**src/sv/tse_pkg.sv**
```systemverilog
// ----------------------------------------------------------------------------
// tse_pkg: shared types and constants of the table search engine
// Field structs, method codes and the controller/datapath command bundle.
// ----------------------------------------------------------------------------
package tse_pkg;

  localparam int TableDepth = 1024;
  localparam int IdxW       = $clog2(TableDepth);
  localparam int SizeW      = IdxW + 1;
  localparam int CfgIdxW    = 1;

  localparam logic [CfgIdxW-1:0] CfgTableSize    = 1'b0;
  localparam logic [CfgIdxW-1:0] CfgSearchMethod = 1'b1;

  localparam logic [1:0] MethLinear   = 2'd0;
  localparam logic [1:0] MethSentinel = 2'd1;
  localparam logic [1:0] MethBinary   = 2'd2;
  localparam logic [1:0] MethJump     = 2'd3;

  localparam logic FuncWrite  = 1'b0;
  localparam logic FuncSearch = 1'b1;

  typedef struct packed {
    logic               func;
    logic [9:0]         entry_index;
    logic signed [31:0] entry_data;
    logic signed [31:0] entry_key;
    logic signed [31:0] search_key;
  } in_item_t;

  typedef struct packed {
    logic               found;
    logic signed [31:0] record_key;
    logic [9:0]         match_index;
  } out_item_t;

  // Commands from the controller to the datapath.
  typedef struct packed {
    logic            wr_en;
    logic [IdxW-1:0] wr_addr;
    logic            rd_en;
    logic [IdxW-1:0] rd_addr;
  } dp_cmd_t;

  // Status from the datapath to the controller.
  typedef struct packed {
    logic eq;
    logic gt;
  } dp_sts_t;

endpackage

```
**src/sv/tse_ctrl.sv**
```systemverilog
// ----------------------------------------------------------------------------
// tse_ctrl: search sequencer
// Issues probe addresses for linear, binary and jump searches and decides.
// ----------------------------------------------------------------------------
module tse_ctrl (
  input  logic                     clk,
  input  logic                     rst_n,
  input  logic                     start,
  input  logic [tse_pkg::SizeW-1:0] n,
  input  logic [1:0]               method,
  input  tse_pkg::dp_sts_t         sts,
  input  logic                     res_hold,
  output tse_pkg::dp_cmd_t         cmd_rd,
  output logic                     busy,
  output logic                     done,
  output logic                     hit,
  output logic [tse_pkg::IdxW-1:0] hit_idx
);
  import tse_pkg::*;

  typedef enum logic [5:0] {
    S_IDLE  = 6'b000001,
    S_SQRT  = 6'b000010,
    S_PROBE = 6'b000100,
    S_WAIT  = 6'b001000,
    S_CHECK = 6'b010000,
    S_DONE  = 6'b100000
  } state_t;

  // Kinds of probe under way.
  localparam logic [1:0] PkLin  = 2'd0;
  localparam logic [1:0] PkBin  = 2'd1;
  localparam logic [1:0] PkJblk = 2'd2;
  localparam logic [1:0] PkJscn = 2'd3;

  state_t state_r, state_nxt;
  logic [1:0]       kind_r, kind_nxt;
  // Signed working values, wide enough for n, -1 and sums.
  logic signed [SizeW+1:0] lo_r, lo_nxt, hi_r, hi_nxt;   // bin lo/hi; jump j / scan end
  logic signed [SizeW+1:0] off_r, off_nxt, i_r, i_nxt;
  logic [SizeW-1:0] s_r, s_nxt;
  logic [IdxW-1:0]  addr_r, addr_nxt;
  logic             hit_r, hit_nxt;
  logic [IdxW-1:0]  hidx_r, hidx_nxt;
  logic signed [SizeW+1:0] nn, mid, jo, jn;
  logic [2*SizeW+1:0] sq;

  assign nn  = signed'({2'b00, n});
  assign mid = (lo_r + hi_r) >>> 1;
  assign jo  = lo_r + off_r;
  assign sq  = ({1'b0, s_r} + 1'b1) * ({1'b0, s_r} + 1'b1);

  always_ff @(posedge clk) begin
    if (!rst_n) begin
      state_r <= S_IDLE;
      hit_r   <= 1'b0;
    end else begin
      state_r <= state_nxt;
      hit_r   <= hit_nxt;
    end
    kind_r <= kind_nxt; lo_r <= lo_nxt; hi_r <= hi_nxt; off_r <= off_nxt;
    i_r <= i_nxt; s_r <= s_nxt; addr_r <= addr_nxt; hidx_r <= hidx_nxt;
  end

  always_comb begin
    state_nxt = state_r; kind_nxt = kind_r; lo_nxt = lo_r; hi_nxt = hi_r;
    off_nxt = off_r; i_nxt = i_r; s_nxt = s_r; addr_nxt = addr_r;
    hit_nxt = hit_r; hidx_nxt = hidx_r;
    jn = '0;
    case (state_r)
      S_IDLE: begin
        if (start) begin
          hit_nxt = 1'b0; hidx_nxt = '0;
          lo_nxt = '0; hi_nxt = nn - 1; i_nxt = '0; s_nxt = '0;
          case (method)
            MethBinary: begin kind_nxt = PkBin;  state_nxt = S_PROBE; end
            MethJump:   begin kind_nxt = PkJblk; state_nxt = S_SQRT;  end
            default:    begin kind_nxt = PkLin;  state_nxt = S_PROBE; end
          endcase
        end
      end
      S_SQRT: begin
        // Integer square root by counting up, one step a cycle.
        if (sq <= {{(SizeW+2){1'b0}}, n}) s_nxt = s_r + 1'b1;
        else begin
          off_nxt = signed'({2'b00, s_r}) - 1;
          lo_nxt  = '0;
          state_nxt = S_PROBE;
        end
      end
      S_PROBE: begin
        state_nxt = S_WAIT;
        case (kind_r)
          PkLin: begin
            if (i_r >= nn) state_nxt = S_DONE;
            else addr_nxt = i_r[IdxW-1:0];
          end
          PkBin: begin
            if (lo_r > hi_r) state_nxt = S_DONE;
            else addr_nxt = mid[IdxW-1:0];
          end
          PkJscn: begin
            if (i_r >= hi_r) state_nxt = S_DONE;
            else addr_nxt = i_r[IdxW-1:0];
          end
          default: begin
            if (lo_r >= nn) state_nxt = S_DONE;
            else if (jo < nn && off_r >= 0) addr_nxt = jo[IdxW-1:0];
            else begin
              // Skip to next block without a probe.
              jn = jo + 1;
              lo_nxt = jn;
              if (jn + off_r >= nn) off_nxt = nn - jn - 1;
              state_nxt = S_PROBE;
            end
          end
        endcase
      end
      S_WAIT: state_nxt = S_CHECK;
      S_CHECK: begin
        state_nxt = S_PROBE;
        if (sts.eq) begin
          hit_nxt = 1'b1; hidx_nxt = addr_r; state_nxt = S_DONE;
        end else begin
          case (kind_r)
            PkLin, PkJscn: i_nxt = i_r + 1;
            PkBin: begin
              if (sts.gt) hi_nxt = mid - 1;
              else lo_nxt = mid + 1;
            end
            default: begin
              if (sts.gt) begin
                kind_nxt = PkJscn; i_nxt = lo_r; hi_nxt = jo;
              end else begin
                jn = jo + 1;
                lo_nxt = jn;
                if (jn + off_r >= nn) off_nxt = nn - jn - 1;
              end
            end
          endcase
        end
      end
      // The finished result waits here while the output register is full.
      S_DONE: begin
        if (!res_hold) state_nxt = S_IDLE;
      end
      default: state_nxt = S_IDLE;
    endcase
  end

  assign cmd_rd.wr_en   = 1'b0;
  assign cmd_rd.wr_addr = '0;
  assign cmd_rd.rd_en   = (state_r == S_WAIT);
  assign cmd_rd.rd_addr = addr_r;
  assign busy    = (state_r != S_IDLE);
  assign done    = (state_r == S_DONE) && !res_hold;
  assign hit     = hit_r;
  assign hit_idx = hidx_r;

  a_onehot: assert property (@(posedge clk) disable iff (!rst_n) $onehot(state_r))
    else $error("state not one-hot");
  a_done_idle: assert property (@(posedge clk) disable iff (!rst_n)
    done |=> state_r == S_IDLE) else $error("done not followed by idle");
  a_hit_lt_n: assert property (@(posedge clk) disable iff (!rst_n)
    (done && hit) |-> {1'b0, hit_idx} < n) else $error("hit beyond size");

endmodule

```
**config.mk**
```make
export PLATFORM = sky130hd
export DESIGN_NAME = tse_ctrl
export DESIGN_NICKNAME = d
export VERILOG_FILES = /design/src/sv/tse_pkg.sv /design/src/sv/tse_ctrl.sv
export SDC_FILE = /design/constraint.sdc
export NUM_CORES = 1
export LEC_CHECK = 0
export BUFFER_PORTS_ARGS = -buffer_cell sky130_fd_sc_hd__buf_4
export CORE_MARGIN = 8
export CORE_UTILIZATION = 65
export CTS_BUF_LIST = sky130_fd_sc_hd__clkbuf_4 sky130_fd_sc_hd__clkbuf_8 sky130_fd_sc_hd__clkbuf_16
export DETAILED_ROUTE_END_ITERATION = 8
export PLACE_DENSITY = 0.86
export SETUP_SLACK_MARGIN = 0.15
export SLEW_MARGIN = 5
export SYNTH_ARGS = -nofsm -noshare
export SYNTH_HDL_FRONTEND = slang
export SYNTH_SLANG_ARGS = --single-unit
```
**constraint.sdc**
```tcl
create_clock -name clk -period 18.9 [get_ports clk]
set_input_delay 2.835 -clock clk [delete_from_list [all_inputs] [get_ports clk]]
set_output_delay 2.835 -clock clk [all_outputs]
set_load 0.02 [all_outputs]
```
==> impl_metrics.yaml, run 1 <==
status:
  outcome: "complete, no violations"
placement:
  gp_congestion: 0.986
  dp.cells: 1823
  hpwlAfterDp_um: 28300
  io_buffer_count: 42
synthesis:
  ys_types: 77
  async_reset_ff_share_pct: 0
  synth-seq-cells: 92
  synth_ff_type: "edfxtp_1"
  netlist_instances: 1538
  ys_warn_count: 0
  syn_area_per_cell_um2: 8.66
  syn-cell-area_um2: 13300
  synth_edf_count: 85
  yosysSeqAreaShare_pct: 20.2
setup_path:
  startpoint_type: "register"
  critPathKind: "register to register"
  end_kind: "register"
  cp_max_fo: 15
  crit_required_ns: 18.88
  cp.arrival_ns: 8.32
  rrSetupSlack_ns: 10.56
drt:
  wirelength_met1_um: 13300
  wire_per_inst_um: 18.6
  routed-wl-met2_um: 17400
  route.detailed.drc: 0
  highest_layer: "met4"
  vias: 11400
  firstDrtPassIters: 5
  viasPerCell: 6.18
  dr_wl_met3_um: 1830
  drt-total-wl_um: 34300
  drt_iter0_drc: 732
  detail-route-antenna-nets: 0
clock_network:
  clk_pin_slew_ns: 0.07
  cts.repair.resized: 0
  cts_tree: "done"
  htreeDepth: 3
  cts.repair_timing.setup_buffer_count: 0
  cts_buffers: 9
  cts-root-buf: "clkbuf_16"
  ctsHoldBuffers: 0
  clock_sinks: 92
  insertion_delay_ns: 0.37
  cts_buffer_depth: 2
sta:
  max_freq_mhz: 120
  period_share_pct: 44.1
  finalHoldViolations: 0
  finalSetupViolCount: 0
  fin_skew_ns: 0.0107
  tightest_slew_ns: 1.08
  max_slew_margin_pct: 27.6
  drv_slew: 0
  rsz0062_at_grt: "false"
  fin_tns_setup_ns: 0
  period_needed_ns: 8.34
run:
  maxCapViolCount: 0
layout:
  diodes: 0
  finalNetCount: 1862
  drive_gt1_share_pct: 6.05
  area_delta_synth_final_pct: 6.34
  final_cells: 1839
grt:
  grt_pass1_wl_um: 56100
  grt_pass1_vias: 11700
  grt_overflow: 0
  grt_usage_pct: 26.9
  antenna_found_initial: 0
  grt_max_degree: 34
floorplanning:
  fp.dieW_um: 159
  core_um2: 20200
  ios: 54
  die_area_um2: 25300
  start_util_pct: 66.0
  die-height_um: 159
  rows: 52
worst_hold_path:
  hold_path.class: "register to register"
-- cell type report --
cell class,instances,area [µm²]
clock buffers,9,225
clock inverters,7,68.8
fillers,1569,6000
inverters,212,796
multi-input cells,1200,9680
flip-flops and latches,92,2690
well taps,270,338
repair buffers,49,368
-- sequential cells by signal, summed over array words and instances, names as in the netlist --
| name | cells |
|---|---|
| hi_r | 13 |
| off_r | 13 |
| hit_idx | 10 |
| state_r | 6 |
| i_r | 13 |
| lo_r | 13 |
| kind_r | 2 |
| hit | 1 |
| s_r | 11 |
| addr_r | 10 |
-- layout by cell type (no fill, tap or decap), types with 10 or more instances in the layout --
| cell type | count |
|---|---|
| and2_1 | 26 |
| fa_1 | 86 |
| nor2b_1 | 24 |
| nand2b_1 | 14 |
| ha_1 | 193 |
| nor2_1 | 140 |
| nor4_1 | 11 |
| nand4_1 | 19 |
| a21oi_1 | 86 |
| a31oi_1 | 10 |
| conb_1 | 20 |
| buf_4 | 49 |
| a21o_1 | 19 |
| o21ai_0 | 60 |
| o21a_1 | 17 |
| nor3_1 | 35 |
| o22ai_1 | 10 |
| nand3_1 | 35 |
| edfxtp_1 | 85 |
| o211ai_1 | 12 |
| xnor2_1 | 70 |
| xor2_1 | 48 |
| inv_1 | 208 |
| nand2_1 | 97 |
| a211oi_1 | 20 |
| and3_1 | 13 |
| or3_1 | 10 |
-- cells in the mapped netlist, drive strengths merged, types with 6 or more instances --
master  number  area share [%]
a211oi      21             1.2
a21o        19             1.1
a21oi       87             3.3
a221oi       6            0.39
a22oi        9            0.51
a31oi       10            0.47
and2        27             1.3
and3        13            0.61
buf         16            0.78
clkbuf      36             1.0
dfxtp        7             1.1
edfxtp      85              19
fa          86              13
ha         193              18
inv        209             5.9
nand2       97             2.7
nand2b      14            0.66
nand3       35             1.3
nand4       19            0.89
nor2       140             3.9
nor2b       24             1.1
nor3        35             1.3
nor4        14            0.82
o211ai      12            0.68
o21a        17            0.96
o21ai       66             2.5
o21bai      10            0.62
o22ai       10            0.47
o31ai        6            0.34
or2          9            0.42
or3         11            0.55
xnor2       70             4.6
xor2        48             3.2
-- metrics by stage --
step / hold WS [ns] / util (%) / setup slack [ns] / area (µm²)
floorplan: 0.518 / - / 10.78 / 13400
global placement: 0.449 / 68.8 / 10.71 / 13900
detailed placement: 0.465 / 68.8 / 10.51 / 13900
CTS: 0.475 / 70.2 / 10.50 / 14200
global route: 0.501 / 70.2 / 10.08 / 14200
finish: 0.475 / 70.2 / 10.56 / 14200
-- final timing paths --
kind         startpoint        to  depth (start not counted)
max reg2reg      s_r[0]  off_r[0]                         23
max              s_r[0]  off_r[0]                         23
min                 hit       hit                          2
min reg2reg         hit       hit                          2
-- critical path, cell delays in order (launching register included) --
cell       delay, ns
edfxtp_1        0.62
nand3_1         0.30
nor3_1          0.11
xnor2_1         0.70
inv_1           0.34
nand2_1         0.21
fa_1            0.48
fa_1            0.56
inv_1           0.06
fa_1            0.51
fa_1            0.55
inv_1           0.05
fa_1            0.54
inv_1           0.04
ha_1            0.40
and4_1          0.25
o211ai_1        0.12
a211o_1         0.31
o21a_1          0.22
o21ai_1         0.12
a211oi_1        0.09
o2111ai_1       0.36
nand2_1         0.16
a211oi_2        0.86
-- layer usage --
metal	track usage, %	vias up
met1	29.9	5454
met2	48.8	438
li1	-	5356
met5	0	-
met3	2.66	118
met4	16.7	0
-- kinds of logic after synthesis --
family / Yosys count / share of synthesized area (%)
simple gates: 466 / 17.5
compound gates: 313 / 15.4
fa+ha+maj: 279 / 31.1
buf+inv: 264 / 7.77
xor+xnor: 118 / 7.76
flops: 92 / 20.2
mux: 4 / 0.301
other cells: 2 / 0.0564
Power of run 1 is left out: the tool's default activity adds up to more than one toggle a clock period on the data nets, which glitch-free logic cannot reach.
==> run 2, diff against run 1 <==
--- a/config.mk
+++ b/config.mk
@@ -5,12 +5,13 @@
 export SDC_FILE = /design/constraint.sdc
 export NUM_CORES = 1
 export LEC_CHECK = 0
+export ABC_AREA = 1
 export BUFFER_PORTS_ARGS = -buffer_cell sky130_fd_sc_hd__buf_4
 export CORE_MARGIN = 8
-export CORE_UTILIZATION = 65
+export CORE_UTILIZATION = 59
 export CTS_BUF_LIST = sky130_fd_sc_hd__clkbuf_4 sky130_fd_sc_hd__clkbuf_8 sky130_fd_sc_hd__clkbuf_16
 export DETAILED_ROUTE_END_ITERATION = 8
-export PLACE_DENSITY = 0.86
+export PLACE_DENSITY = 0.83
 export SETUP_SLACK_MARGIN = 0.15
 export SLEW_MARGIN = 5
 export SYNTH_ARGS = -nofsm -noshare
==> constraint.sdc (replaced) <==
create_clock -name clk -period 6.8 [get_ports clk]
set_input_delay 1.02 -clock clk [delete_from_list [all_inputs] [get_ports clk]]
set_output_delay 1.02 -clock clk [all_outputs]
set_load 0.02 [all_outputs]
==> impl_metrics.yaml, run 2 <==
floorplanning:
  core_um2: 24000
  die-height_um: 171
  die_area_um2: 29300
  rows: 57
  start_util_pct: 59.3
  ios: 54
  fp.dieW_um: 171
synthesis:
  syn-cell-area_um2: 14200
  synth.mux.area_fraction_pct: 0
  synth_compound_area_share_pct: 11.0
  synth_ff_type: "edfxtp_1"
  synth_edf_count: 85
  synth.area.top_cells: "edfxtp_1 18%, ha_1 17%, fa_1 12%"
  synth-seq-cells: 92
  netlist_instances: 1965
  yosys.cell_count.top_type: "nand2_1"
  synth_xor_area_share_pct: 4.52
  ys_warn_count: 0
  yosysSeqAreaShare_pct: 18.9
  synth_top_family_by_area: "adder cells"
  post_synth_fa_ha_maj_area_fraction_pct: 29.1
  synth_top_area_share_pct: 18.0
  async_reset_ff_share_pct: 0
  syn_area_per_cell_um2: 7.23
  synth_commonest_cells: "385 x nand2_1, 381 x inv_1, 215 x nor2_1"
  yosys.area.top_type: "edfxtp_1"
  ys_types: 60
  yosys.area_share.simple_pct: 24.8
drt:
  vias: 13900
  firstDrtPassIters: 6
  route.detailed.drc: 0
  drt-total-wl_um: 44200
  detail-route-antenna-nets: 0
  drt_iter0_drc: 1388
  wire_per_inst_um: 18.6
  viasPerCell: 5.81
setup_path:
  end_kind: "register"
  cpMaxStageDelayCell: "fa_1"
  crit_required_ns: 6.87
  critPathKind: "register to register"
  cp_max_fo: 6
  cp.arrival_ns: 6.68
  cp_slowest_stage_delay_ns: 0.55
  path_common_cell: "fa_1"
  startpoint_type: "register"
status:
  outcome: "complete, no violations"
clock_network:
  insertion_delay_ns: 0.36
  cts_tree: "done"
  cts_buffers: 9
  htreeDepth: 3
  cts_buffer_depth: 2
  clock_sinks: 92
  clk_pin_slew_ns: 0.07
  cts-root-buf: "clkbuf_16"
sta:
  max_slew_margin_pct: 18.6
  fin_skew_ns: 0.0119
  hold-worst-slack_ns: 0.512
  rsz0062_at_grt: "true"
  finalHoldViolations: 0
  period_share_pct: 97.1
  drv_slew: 0
  tightest_slew_ns: 1.22
  max_freq_mhz: 151
  period_needed_ns: 6.60
  finalSetupViolCount: 0
run:
  maxCapViolCount: 0
layout:
  drive_gt1_share_pct: 13.2
  fillers: 1953
  post-route-util_pct: 67.9
  mostFrequentLayoutCells: "366 x inv_1, 361 x nand2_1, 183 x ha_1, 180 x nor2_1, 105 x nand3_1"
  diodes: 0
  area_delta_synth_final_pct: 14.5
  finalNetCount: 2354
  mostFrequentLayoutCell: "inv_1"
grt:
  grt_usage_pct: 28.9
  antenna_found_initial: 1
  grt_pass1_wl_um: 66100
  grt_overflow: 0
  grt_max_degree: 32
  grt_pass1_vias: 13100
placement:
  hpwlAfterDp_um: 34300
  gp_congestion: 1.03
  io_buffer_count: 42
worst_hold_path:
  hold_path.class: "register to register"
-- run 2: changes by cell type after synthesis, sizes merged, moves of 24 or more --
cell / before / now
o21ai: 66 / 107
nor2b: 24 / 0
nor2: 140 / 221
and2: 27 / 1
nand2: 97 / 393
inv: 209 / 386
xnor2: 70 / 19
nand3: 35 / 115
-- run 2: cells by family (layout without fill, tap and decap cells) --
kind of cell / count (synthesis) / in the layout
AO/OA/AOI/OAI: 277 / 277
other: 2 / 20
adder cells (fa/ha/maj): 279 / 279
XOR/XNOR: 66 / 66
AND/OR/NAND/NOR: 823 / 823
flip-flops: 92 / 92
buffers and inverters: 426 / 504
-- run 2: path summary, 6_finish.rpt --
| path | start | endpoint | slack (ns) | cells past startpoint |
|---|---|---|---|---|
| setup / recovery | s_r[1] | s_r[3] | 0.20 | 29 |
| hold / removal | hit | hit | 0.51 | 2 |
| setup reg to reg | s_r[1] | s_r[3] | 0.20 | 29 |
| hold reg to reg | hit | hit | 0.51 | 2 |
-- run 2: through the flow --
step | area [µm²] | setup WS [ns] | std cells | TNS [ns]
global placement | 15200 | 0.0607 | 2351 | 0
CTS | 15600 | 0.153 | 2369 | 0
finish | 16300 | 0.195 | 2385 | 0
detailed placement | 15200 | -0.137 | 2351 | -2.84
global route | 16300 | -0.0523 | 2385 | -0.262
floorplan | 14300 | 0.175 | 1983 | 0
-- run 2: critical path, delay by kind of cell, from the launching register on --
| family | cells | cell delay, ns |
|---|---|---|
| AO/OA/AOI/OAI | 4 | 0.71 |
| XOR/XNOR | 1 | 0.34 |
| adder cells (fa/ha/maj) | 7 | 2.91 |
| buffers and inverters | 5 | 0.49 |
| flip-flops | 1 | 0.39 |
| AND/OR/NAND/NOR | 12 | 1.45 |
-- run 2: layer usage --
layer,vias to the layer above,GRT usage [%],part of all wire [%]
met4,2,17.2,6.6
met2,675,48.8,48
li1,6529,-,-
met5,-,0,0.029
met3,184,4.06,7.9
met1,6464,34.7,38
-- run 2: cell type report --
| type | count | area, µm² | share of cell area, % |
|---|---|---|---|
| sequential | 92 | 2690 | 16.5 |
| timing repair buffer | 101 | 850 | 5.22 |
| tap | 324 | 405 | 2.49 |
| inverter | 387 | 1460 | 8.96 |
| multi-input combinational | 1465 | 10600 | 65.0 |
| clock inverter | 7 | 66.3 | 0.408 |
| clock buffer | 9 | 225 | 1.38 |
-- run 2: repair_timing --
item | CTS | global route
gates cloned | 0 | 1
gates resized for setup | 16 | 148
pin swaps | 5 | 38
buffers inserted | 2 | 15
endpoints found under the hold margin | 0 | 0
hold buffers | 0 | 0
setup endpoints to repair | 40 | 41
Power of run 2 is left out for the same reason.
